[src/dosc_pkg.sv]
// Shared types, constants and the option format table for the option stream checker.
// No dependencies; used by dosc_res_fifo and dhcp_option_stream_checker.
`default_nettype none

package dosc_pkg;

    // Special option tags
    localparam logic [7:0] TAG_PAD      = 8'd0;
    localparam logic [7:0] TAG_END      = 8'd255;
    localparam logic [7:0] TAG_OVERLOAD = 8'd52;
    localparam logic [7:0] TAG_MSG_TYPE = 8'd53;

    // Parameter limits
    localparam logic [7:0] OVERLOAD_MAX = 8'd3;
    localparam logic [7:0] MSG_TYPE_MAX = 8'd9;

    // Value bytes gathered into the first word
    localparam int VALUE_BYTES = 4;

    // Default depth of the result queue (must be at least 2)
    localparam int RES_FIFO_DEPTH = 4;

    // Configuration register indexes
    localparam int CFG_IDX_W = 1;
    localparam logic [CFG_IDX_W-1:0] CFG_CAPTURE_OVERLOAD = 1'd0;
    localparam logic [CFG_IDX_W-1:0] CFG_VALIDATE_ENABLE  = 1'd1;

    // Unit size as a shift: 1, 2, 4 or 8 bytes
    localparam logic [1:0] SH_U1 = 2'd0;
    localparam logic [1:0] SH_U2 = 2'd1;
    localparam logic [1:0] SH_U4 = 2'd2;
    localparam logic [1:0] SH_U8 = 2'd3;

    typedef enum logic [2:0] {
        ST_OK               = 3'd0,
        ST_TRUNCATED        = 3'd1,
        ST_NO_END           = 3'd2,
        ST_BAD_OVERLOAD_LEN = 3'd3,
        ST_BAD_FORMAT       = 3'd4,
        ST_PARAM_RANGE      = 3'd5
    } t_status;

    typedef struct packed {
        logic        known;
        logic [1:0]  shift;
        logic [2:0]  lo;
        logic        hi_one;   // at most one unit; otherwise no upper bound
        logic        sw;
        logic        alert;
    } t_fmt;

    typedef struct packed {
        logic        record_kind;
        logic [7:0]  option_tag;
        logic [7:0]  option_length;
        logic [31:0] first_word;
        logic        format_known;
        logic        is_parameter;
        logic [7:0]  overload_mode;
        t_status     status;
        logic        last_result;
    } t_result;

    function automatic t_fmt f_ent(input logic [1:0] shift, input logic [2:0] lo,
                                   input logic hi_one, input logic sw, input logic alert);
        t_fmt f;
        f.known  = 1'b1;
        f.shift  = shift;
        f.lo     = lo;
        f.hi_one = hi_one;
        f.sw     = sw;
        f.alert  = alert;
        return f;
    endfunction

    // Format table lookup; unknown tags return all zero
    function automatic t_fmt f_fmt_lookup(input logic [7:0] tag);
        t_fmt f;
        f = '0;
        unique case (tag)
            8'd1, 8'd51, 8'd54, 8'd58, 8'd59:
                f = f_ent(SH_U4, 3'd1, 1'b1, 1'b0, 1'b1);
            8'd2, 8'd16, 8'd24, 8'd28, 8'd32, 8'd35, 8'd38, 8'd50:
                f = f_ent(SH_U4, 3'd1, 1'b1, 1'b0, 1'b0);
            8'd3:
                f = f_ent(SH_U4, 3'd1, 1'b0, 1'b0, 1'b1);
            8'd4, 8'd5, 8'd6, 8'd7, 8'd8, 8'd9, 8'd10, 8'd11,
            8'd41, 8'd42, 8'd44, 8'd45, 8'd48, 8'd49, 8'd65,
            8'd69, 8'd70, 8'd71, 8'd72, 8'd73, 8'd74, 8'd75, 8'd76:
                f = f_ent(SH_U4, 3'd1, 1'b0, 1'b0, 1'b0);
            8'd68:
                f = f_ent(SH_U4, 3'd0, 1'b0, 1'b0, 1'b0);
            8'd12, 8'd14, 8'd15, 8'd17, 8'd18, 8'd40, 8'd43, 8'd47,
            8'd55, 8'd56, 8'd60, 8'd64, 8'd66, 8'd67:
                f = f_ent(SH_U1, 3'd1, 1'b0, 1'b0, 1'b0);
            8'd19, 8'd20, 8'd27, 8'd29, 8'd30, 8'd31, 8'd34, 8'd36, 8'd39:
                f = f_ent(SH_U1, 3'd1, 1'b1, 1'b1, 1'b0);
            8'd23, 8'd37, 8'd46:
                f = f_ent(SH_U1, 3'd1, 1'b1, 1'b0, 1'b0);
            8'd52, 8'd53:
                f = f_ent(SH_U1, 3'd1, 1'b1, 1'b0, 1'b1);
            8'd13, 8'd22, 8'd26, 8'd57:
                f = f_ent(SH_U2, 3'd1, 1'b1, 1'b0, 1'b0);
            8'd25:
                f = f_ent(SH_U2, 3'd1, 1'b0, 1'b0, 1'b0);
            8'd21, 8'd33:
                f = f_ent(SH_U8, 3'd1, 1'b0, 1'b0, 1'b0);
            8'd61:
                f = f_ent(SH_U1, 3'd2, 1'b0, 1'b0, 1'b0);
            8'd121:
                f = f_ent(SH_U1, 3'd5, 1'b0, 1'b0, 1'b0);
            default:
                f = '0;
        endcase
        return f;
    endfunction

endpackage

`default_nettype wire

[src/dosc_res_fifo.sv]
// Result queue: takes up to two results a cycle, hands out one a cycle while i_ready is high.
// Depends on dosc_pkg (t_result, RES_FIFO_DEPTH).
`default_nettype none

module dosc_res_fifo #(
    parameter int DEPTH = dosc_pkg::RES_FIFO_DEPTH
) (
    input  wire logic              i_clk,
    input  wire logic              i_rst_n,
    input  wire logic [1:0]        i_push,      // bit 1 only with bit 0
    input  wire dosc_pkg::t_result i_data0,
    input  wire dosc_pkg::t_result i_data1,
    output logic                   o_space2,    // room for two more
    output logic                   o_valid,
    input  wire logic              i_ready,
    output dosc_pkg::t_result      o_data
);
    import dosc_pkg::*;

    localparam int PW = (DEPTH > 1) ? $clog2(DEPTH) : 1;
    localparam int CW = $clog2(DEPTH + 1);

    t_result         r_mem [DEPTH];
    logic [PW-1:0]   r_wptr, n_wptr;
    logic [PW-1:0]   r_rptr, n_rptr;
    logic [CW-1:0]   r_count, n_count;
    logic [PW-1:0]   w_wptr1;
    logic            w_pop;

    function automatic logic [PW-1:0] f_inc(input logic [PW-1:0] p);
        logic [PW-1:0] q;
        q = (p == PW'(DEPTH - 1)) ? '0 : p + 1'b1;
        return q;
    endfunction

    assign w_pop    = o_valid && i_ready;
    assign w_wptr1  = f_inc(r_wptr);
    assign o_valid  = (r_count != '0);
    assign o_data   = r_mem[r_rptr];
    assign o_space2 = (r_count <= CW'(DEPTH - 2));

    always_comb begin
        n_wptr  = i_push[1] ? f_inc(w_wptr1) : (i_push[0] ? w_wptr1 : r_wptr);
        n_rptr  = w_pop ? f_inc(r_rptr) : r_rptr;
        n_count = r_count + CW'(i_push[0]) + CW'(i_push[1]) - CW'(w_pop);
    end

    always_ff @(posedge i_clk) begin
        if (!i_rst_n) begin
            r_wptr  <= '0;
            r_rptr  <= '0;
            r_count <= '0;
        end else begin
            r_wptr  <= n_wptr;
            r_rptr  <= n_rptr;
            r_count <= n_count;
        end
    end

    always_ff @(posedge i_clk) begin
        if (i_push[0]) begin
            r_mem[r_wptr] <= i_data0;
        end
        if (i_push[1]) begin
            r_mem[w_wptr1] <= i_data1;
        end
    end

endmodule

`default_nettype wire

[config.mk]
export PLATFORM = sky130hd
export DESIGN_NAME = dosc_res_fifo
export DESIGN_NICKNAME = d
export VERILOG_FILES = /design/src/dosc_pkg.sv /design/src/dosc_res_fifo.sv
export SDC_FILE = /design/constraint.sdc
export NUM_CORES = 1
export LEC_CHECK = 0
export BUFFER_PORTS_ARGS = -buffer_cell sky130_fd_sc_hd__buf_2
export CAP_MARGIN = 20
export CORE_MARGIN = 2
export CORE_UTILIZATION = 53
export DETAILED_ROUTE_END_ITERATION = 12
export MAX_ROUTING_LAYER = met4
export PLACE_DENSITY = 0.76
export SETUP_SLACK_MARGIN = 0.2
export SYNTH_ARGS = -nofsm -noshare
export SYNTH_HDL_FRONTEND = slang
export SYNTH_SLANG_ARGS = --single-unit
[constraint.sdc]
create_clock -name i_clk -period 2.9 [get_ports i_clk]
set_input_delay 0.435 -clock i_clk [delete_from_list [all_inputs] [get_ports i_clk]]
set_output_delay 0.435 -clock i_clk [all_outputs]
set_load 0.01 [all_outputs]
==> results_dict.tcl, run 1 <==
set metrics [dict create \
    cp.required_ps 3320 \
    path_depth 8 \
    dp_hpwl_mm 17.2 \
    synthTopCellsByCount "edfxtp_1, mux2_4, mux4_2" \
    first_pass_iters 7 \
    drv_slew 0 \
    fmax_ghz 0.413 \
    path_max_fanout 5 \
    numCtsBuffers 28 \
    endpoint "r_count[2]$_SDFF_PN0_" \
    fin_cells 1235 \
    path_buf_inv 2 \
    synthesis.nets 810 \
    hold_violations 0 \
    io_buffer_count 195 \
    rr_worst_depth 8 \
    crit_arrival_ps 2840 \
    netlist_top_cells_area "edfxtp_1, mux2_4, mux4_2" \
    cp_top_family "adder cells" \
    start_util 0.538 \
    synth_top_area_frac 0.541 \
    syn_area_per_cell_um2 20.9 \
    status "completed" \
    place.gp.congestion 0.783 \
    async_flop_share 0 \
    hold_buffers 0 \
    power_density_nw_per_um2 710 \
    setup_viol 0 \
    netlist_area_um2 14000 \
    worstSetupEndpointType "flop" \
    cts_tree "yes" \
    core_area_um2 26000 \
    die_y_um 166 \
    crit_path_top_delay_cell "o31ai_1" \
    vdd_drop_max_uv 490 \
    crit_start "r_count[1]$_SDFF_PN0_" \
    yosys_warnings 0 \
    clk_root_buffer_cell "clkbuf_16" \
    synth_seq_cells 261 \
    post-synth-top-count-cell "edfxtp_1" \
    syn_to_final_growth_pct 14.4 \
    min_from "i_rst_n" \
    timing.slew.headroom 0.637 \
    placedCellCount 1181 \
    crit_type "reg -> reg" \
    rows 59 \
    slowest_delay_ps 510 \
    synth_edf_count 252 \
    h-tree-depth 1 \
    rsz0062_at_grt "false" \
    drtIter0Drc 410 \
    worstPathCellList "o31ai_1, inv_1, ha_1, inv_1, fa_1, fa_1, xnor2_1, and2_1" \
    grt_pass1_vias 7509 \
    routed_wirelength_mm 27.6 \
    p_leak_nw 6.62 \
    startpoint_type "flop" \
    dieArea_um2 27700 \
    grt_antenna_before_repair 2 \
    clkTransAtPathRegs_ps 60 \
    post-route-period-util 0.834 \
    grt_start_max_net_pins 37 \
    whs_path_depth 3 \
    regToRegStartpoint "r_count[1]$_SDFF_PN0_" \
    tightest_slew_ps 540 \
    grt_pass1_wl_mm 43.2 \
    grt_usage 0.206 \
    reg2reg_to "r_count[2]$_SDFF_PN0_" \
    wire_per_inst_um 22.4 \
    syn_inst 669 \
    min_path_type "in -> reg" \
    numClockSinks 261 \
    die_width_um 166 \
    via_per_inst 5.59 \
    max-clock-path-buffers 3 \
    dr_total_vias 6905 \
    grt-ovfl-total 0 \
    skew_ps 8.00 \
    drive_above_1_share 0.653 \
    synthDistinctLibCells 25 \
    drv_cap 0 \
    cts_resized 0 \
    clkLatencyLatePin_ps 520 \
    seq_area_frac_synth 0.554 \
    pin_count 196 \
    synth_flop_cell "edfxtp_1" \
    finalNetCount 1017 \
    ant_nets 0 \
    drcViolationCount 0 \
    post-route-min-period_ps 2420 \
    reg2reg_slack_ps 480 \
    synth_top_cell_by_area "edfxtp_1" \
    cts_setup_buffers 0 \
    tns_ps 0 \
]
==> how the worst min path moves through the flow <==
stage	end	slack (ps)
after floorplan	flop	480
final	r_wptr[1]$_SDFFE_PN0P_	230
after CTS	r_wptr[1]$_SDFFE_PN0P_	210
after global routing	r_mem[3][2]$_DFFE_PP_	240
after global placement	flop	520
after detailed placement	flop	530
==> cells by family (layout without fill, tap and decap cells) <==
logic type,after synthesis,in the layout,synth area share
flops,261,261,0.554
other cells,0,2,0
xor+xnor,2,2,0.00125
fa+ha+maj,10,10,0.0100
simple gates,25,25,0.0124
compound gates,7,7,0.00304
buf+inv,47,276,0.0498
mux,317,317,0.369
==> worst register-to-register path: cells and delay by family (launching register included) <==
family | cells | cell delay [ps]
buffers and inverters | 2 | 130
adders and majority gates | 3 | 1080
xor gates and xnor gates | 1 | 130
and+or+nand+nor | 1 | 140
AOI/OAI and AO/OA | 1 | 510
DFF | 1 | 330
==> final cells by class <==
class / instances / area (um2)
Fill cell: 1853 / 9980
Sequential cell: 261 / 7750
Multi-Input combinational cell: 361 / 5570
Timing Repair Buffer: 216 / 1260
Clock buffer: 37 / 786
Tap cell: 335 / 419
Clock inverter: 15 / 179
Inverter: 8 / 30.0
Antenna cell: 2 / 5.00
==> report_power, final <==
part           internal (W)  switching [W]  leakage (nW)
combinational       0.00151        0.00138          3.71
clock               0.00226        0.00142         0.473
sequential          0.00465       0.000146          2.44
==> per-layer routing <==
metal | up-vias | GRT usage | routed length, um
met2 | 194 | 0.354 | 14200
met4 | 0 | 0.0446 | 490
met3 | 39 | 0.0311 | 1300
met1 | 3548 | 0.261 | 11700
li1 | 3124 | - | -
met5 | - | - | 0
==> through the flow <==
step / util / hold slack (ps) / instance area, um2 / power (W) / setup slack [ps]
after floorplan: - / 478 / 14000 / 0.00700 / 638
after detailed placement: 0.578 / 531 / 15000 / 0.00781 / 471
after CTS: 0.616 / 209 / 16000 / 0.0115 / 444
final: 0.616 / 230 / 16000 / 0.0114 / 480
after global placement: 0.578 / 520 / 15000 / 0.00775 / 546
after global routing: 0.616 / 239 / 16000 / 0.0118 / 288
==> sequential cells by signal, summed over array words and instances, names as in the netlist, named ones only <==
name / cells
r_rptr: 2
r_count: 3
r_mem: 252
r_wptr: 2
==> cells in the final DEF, fill, tap and decap left out, types with 3 or more instances in the layout <==
cell	Yosys	final
edfxtp_1	252	252
mux2_4	236	236
buf_2	6	195
mux4_2	63	63
clkbuf_16	0	29
mux2_2	17	17
buf_4	0	11
buf_12	31	10
inv_1	8	8
nand2_1	12	8
ha_1	8	8
dfxtp_1	9	7
clkinv_2	0	5
clkbuf_1	0	5
nand2_8	4	4
nand2_4	0	4
clkinv_1	0	4
bufinv_16	0	4
nor2_1	3	3
o21ai_0	3	3
and2_1	3	3
clkbuf_8	0	3
Power figures use the tool's default switching activity.
==> run 2: changes to the inputs <==
Settings changed: CORE_UTILIZATION 53 to 55, PLACE_DENSITY 0.76 to 0.75.
Clock period 2.9 ns to 2.3 ns, I/O delays scaled along.
==> run 2 against run 1 <==
First-iteration DRC count is 37% higher. Worst hold slack worse by 81 ps. Total power is 33% higher. Non-clock buffer count is 26 higher. Combinational power is 68% higher. Die area is 3.5% lower.
==> results_dict.tcl, run 2 (synthesized netlist as in run 1, its figures left out) <==
set metrics [dict create \
    wire_per_inst_um 24.2 \
    layout_common_cells "edfxtp_1, mux2_4, buf_2, mux4_2, buf_6" \
    dp_hpwl_mm 18.3 \
    drive_above_1_share 0.673 \
    grt-ovfl-total 0 \
    hold_end "r_wptr[1]$_SDFFE_PN0P_" \
    power_density_nw_per_um2 903 \
    grt_start_max_net_pins 46 \
    regToRegStartpoint "r_count[2]$_SDFF_PN0_" \
    crit_path_top_delay_cell "mux4_2" \
    pin_count 196 \
    worstPathCellList "buf_12, clkbuf_16, mux4_2, buf_6" \
    reg2reg_slack_ps 210 \
    grt_usage 0.226 \
    min_path_type "in -> reg" \
    timing.slew.headroom 0.720 \
    skew_ps 7.11 \
    reg2reg_to "r_count[2]$_SDFF_PN0_" \
    die_y_um 163 \
    dieArea_um2 26700 \
    whs_path_depth 3 \
    setup_viol 0 \
    crit_type "reg -> out" \
    final_common_cell "edfxtp_1" \
    final_util 0.670 \
    final_area_um2 16800 \
    clkLatencyLatePin_ps 520 \
    vdd_drop_max_uv 611 \
    hold_violations 0 \
    ant_nets 0 \
    clk_root_buffer_cell "clkbuf_16" \
    routed_wirelength_mm 30.2 \
    die_width_um 163 \
    start_util 0.558 \
    drcViolationCount 0 \
    crit_arrival_ps 1920 \
    rows 58 \
    rr_worst_depth 8 \
    path_max_fanout 6 \
    grt_pass1_wl_mm 44.2 \
    fin_cells 1252 \
    numClockSinks 261 \
    dr_total_vias 7187 \
    finalNetCount 1042 \
    numCtsBuffers 27 \
    path_buf_inv 3 \
    cp_top_family "multiplexers" \
    tns_ps 0 \
    grt_antenna_before_repair 2 \
    fmax_ghz 0.442 \
    status "completed" \
    largest_register_ffs 252 \
    placedCellCount 1185 \
    p_leak_nw 6.95 \
    top_register "r_mem" \
    min_from "i_rst_n" \
    drtIter0Drc 560 \
    cp.required_ps 1960 \
    post-route-min-period_ps 2260 \
    io_buffer_count 195 \
    place.gp.congestion 0.749 \
    startpoint_type "flop" \
    via_per_inst 5.74 \
    cts_tree "yes" \
    place_area_um2 15200 \
    core_area_um2 25000 \
    post-route-period-util 0.983 \
    slowest_delay_ps 520 \
    worstSetupEndpointType "output pin" \
    hold_buffers 0 \
    h-tree-depth 1 \
    max-clock-path-buffers 3 \
    first_pass_iters 7 \
    reg.largest.list "r_mem: 252 flops, r_count: 3 flops" \
    tightest_slew_ps 420 \
    drv_slew 0 \
    drv_cap 0 \
    syn_to_final_growth_pct 20.0 \
    rsz0062_at_grt "true" \
    grt_pass1_vias 7792 \
    clkTransAtPathRegs_ps 60 \
]
-- run 2: changes by cell type in the layout (fill, tap and decap cells not counted), moves of 6 or more --
cell	before	now
buf_12	10	21
buf_2	195	137
buf_4	11	17
buf_6	0	58
-- run 2: routing by layer --
metal  global-route usage  part of all wire
met1                0.287              0.41
met5                    -                 0
met3               0.0358             0.053
met2                0.389              0.52
met4               0.0471             0.015
-- run 2: worst max-delay path by stage --
stage | from | slack [ps] | endpoint | cells past startpoint
4_1_cts | flop | 10 | o_data[41] | 3
5_1_grt | flop | -10 | o_data[10] | 4
6_report | flop | 40 | o_data[53] | 4
2_1_floorplan | r_count[2]$_SDFF_PN0_ | 210 | r_count[2]$_SDFF_PN0_ | 8
3_3_place_gp | r_count[2]$_SDFF_PN0_ | 160 | r_count[2]$_SDFF_PN0_ | 8
3_5_place_dp | r_count[2]$_SDFF_PN0_ | 60 | r_count[2]$_SDFF_PN0_ | 8
-- run 2: layout make-up --
| cell class | count | area [um2] |
|---|---|---|
| sequential | 261 | 7760 |
| tap | 330 | 413 |
| fill | 1680 | 8250 |
| clock inverter | 13 | 111 |
| clock buffer | 35 | 756 |
| timing repair buffer | 242 | 2110 |
| inverter | 8 | 30.0 |
| multi-input combinational | 361 | 5590 |
| antenna | 2 | 5.00 |
-- run 2: metrics by stage --
stage / worst slack (ps) / power (W) / hold WS (ps)
5_1_grt: -10.7 / 0.0157 / 150
6_report: 38.4 / 0.0152 / 149
3_5_place_dp: 57.7 / 0.00999 / 527
3_3_place_gp: 162 / 0.00987 / 499
2_1_floorplan: 210 / 0.00884 / 467
4_1_cts: 12.4 / 0.0143 / 129
-- run 2: repair_timing --
item                                    4_1_cts  5_1_grt
endpoints found under the setup margin       65       65
pin swaps                                     1        2
gates cloned                                  1        7
resized for setup                             5       80
setup buffers                                 3        6
-- run 2: worst reg2reg max path: stages, from the launching register on --
cell and delay (ps):
dfxtp_2 330, o31ai_4 270, inv_1 80, ha_1 280, inv_2 40, fa_2 330
fa_2 360, xnor2_2 140, and2_1 150
-- run 2: power by group --
group          switching [W]  internal [W]
sequential          0.000164       0.00588
combinational        0.00208       0.00278
clock                0.00175       0.00252
==> run 3: changes to the inputs <==
Settings changed: PLACE_DENSITY 0.75 to 0.77.
==> run 3 against run 2 <==
Register-to-register slack better by 90 ps. Combinational power is 4.3% lower. Wire length decreased by 7.9%. Clock-buffer cell count increased by 7. Total power shrank 1.7%. Via count fell by 4.2%. Final area fell by 0.49%. Non-clock buffer count fell by 2. Clock power decreased by 2%. Core utilization decreased by 0.33 points. Maximum frequency decreased by 0.40%. Worst hold slack worse by 3.6 ps.
==> results_dict.tcl, run 3 (synthesized netlist as in run 1, its figures left out) <==
set metrics [dict create \
    status "completed" \
    routed_wirelength_mm 27.8 \
    dr_total_vias 6886 \
    final_area_um2 16700 \
    power_density_nw_per_um2 892 \
    io_buffer_count 195 \
    finalNetCount 1040 \
    wire_per_inst_um 22.3 \
    finalPower_w 0.0149 \
    drtIter0Drc 359 \
    place_area_um2 15300 \
    post-route-min-period_ps 2270 \
    setup_viol 0 \
    drv_slew 0 \
    crit_type "reg -> out" \
    drive_above_1_share 0.664 \
    rsz0062_at_grt "true" \
    grt_pass1_vias 7407 \
    dieArea_um2 26700 \
    vdd_drop_max_uv 674 \
    skew_ps 5.01 \
    grt_antenna_before_repair 1 \
    startpoint_type "flop" \
    post-place-ws_ps 126 \
    min_path_type "in -> reg" \
    clkLatencyLatePin_ps 520 \
    grt_usage 0.217 \
    numCtsBuffers 27 \
    holdWs_ps 146 \
    cp.required_ps 1960 \
    p_leak_nw 6.90 \
    via_per_inst 5.51 \
    reg.largest.list "r_mem: 252 flops, r_count: 3 flops" \
    final_util 0.667 \
    place.gp.congestion 0.733 \
    reg2reg_slack_ps 300 \
    drv_cap 0 \
    post-route-period-util 0.987 \
    clk_root_buffer_cell "clkbuf_16" \
    path_max_fanout 8 \
    timing.slew.headroom 0.708 \
    ant_nets 0 \
    rows 58 \
    cts_tree "yes" \
    grt_start_max_net_pins 42 \
    core_area_um2 25000 \
    largest_register_ffs 252 \
    top_register "r_mem" \
    pin_count 196 \
    die_y_um 163 \
    fmax_ghz 0.440 \
    first_pass_iters 4 \
    clkTransAtPathRegs_ps 60 \
    numClockSinks 261 \
    crit_arrival_ps 1930 \
    worstSetupEndpointType "output pin" \
    drcViolationCount 0 \
    max-clock-path-buffers 3 \
    die_width_um 163 \
    h-tree-depth 1 \
    grt_pass1_wl_mm 42.0 \
    final_common_cell "edfxtp_1" \
    layout_setup_ws_ps 29.3 \
    hold_violations 0 \
    tightest_slew_ps 438 \
    start_util 0.558 \
    fillers 1696 \
    layout_common_cells "edfxtp_1, mux2_4, buf_2, mux4_2, buf_6" \
    dp_hpwl_mm 17.1 \
    grt-ovfl-total 0 \
    syn_to_final_growth_pct 19.5 \
]
==> run 3: report_power, final <==
group,switching [W],total (W),internal [W]
combinational,0.00196,0.00464,0.00268
clock,0.00168,0.00420,0.00251
sequential,0.000184,0.00606,0.00587
total,0.00383,0.0149,0.0111
==> run 3: final timing paths <==
path                            cells past startpoint                endpoint                   start
worst max-delay path                                5              o_data[15]                    flop
worst max register to register                      8   r_count[2]$_SDFF_PN0_   r_count[2]$_SDFF_PN0_
worst min-delay path                                3  r_wptr[1]$_SDFFE_PN0P_                 i_rst_n
worst min register to register                      2                    flop  r_rptr[1]$_SDFFE_PN0N_
==> run 3: metal layers <==
layer	global-route usage	wire length [um]	up-vias
met3	0.0343	1660	23
li1	-	-	3178
met5	-	0	-
met4	0.0346	297	0
met1	0.276	11500	3488
met2	0.377	14400	197
==> run 3: worst max-delay path, stage by stage, from the launching register on <==
cell and delay [ps]:
dfxtp_4 380, buf_6 100, buf_12 110, buf_16 150, mux4_2 520, buf_6 140
==> run 3: repair_timing <==
action	in CTS	in global routing
pin swaps	1	2
setup endpoints to repair	65	65
hold buffers	0	0
resized for setup	41	32
cloned	6	0
setup buffers	6	0
==> run 3: area by class of cell <==
class                      instances  area, um2  area share
antenna                            1       2.50    0.000150
inverter                           8       30.0     0.00180
sequential                       261       7760       0.465
timing repair buffer             240       2060       0.123
clock buffer                      42        772      0.0462
tap                              330        413      0.0247
multi-input combinational        361       5590       0.334
clock inverter                     6       82.6     0.00494
==> run 3: stage by stage <==
step | TNS, ps | std cells
3_3_place_gp | 0 | 1188
4_1_cts | 0 | 1248
5_1_grt | -461 | 1249
2_1_floorplan | 0 | 669
6_report | 0 | 1249
3_5_place_dp | 0 | 1188
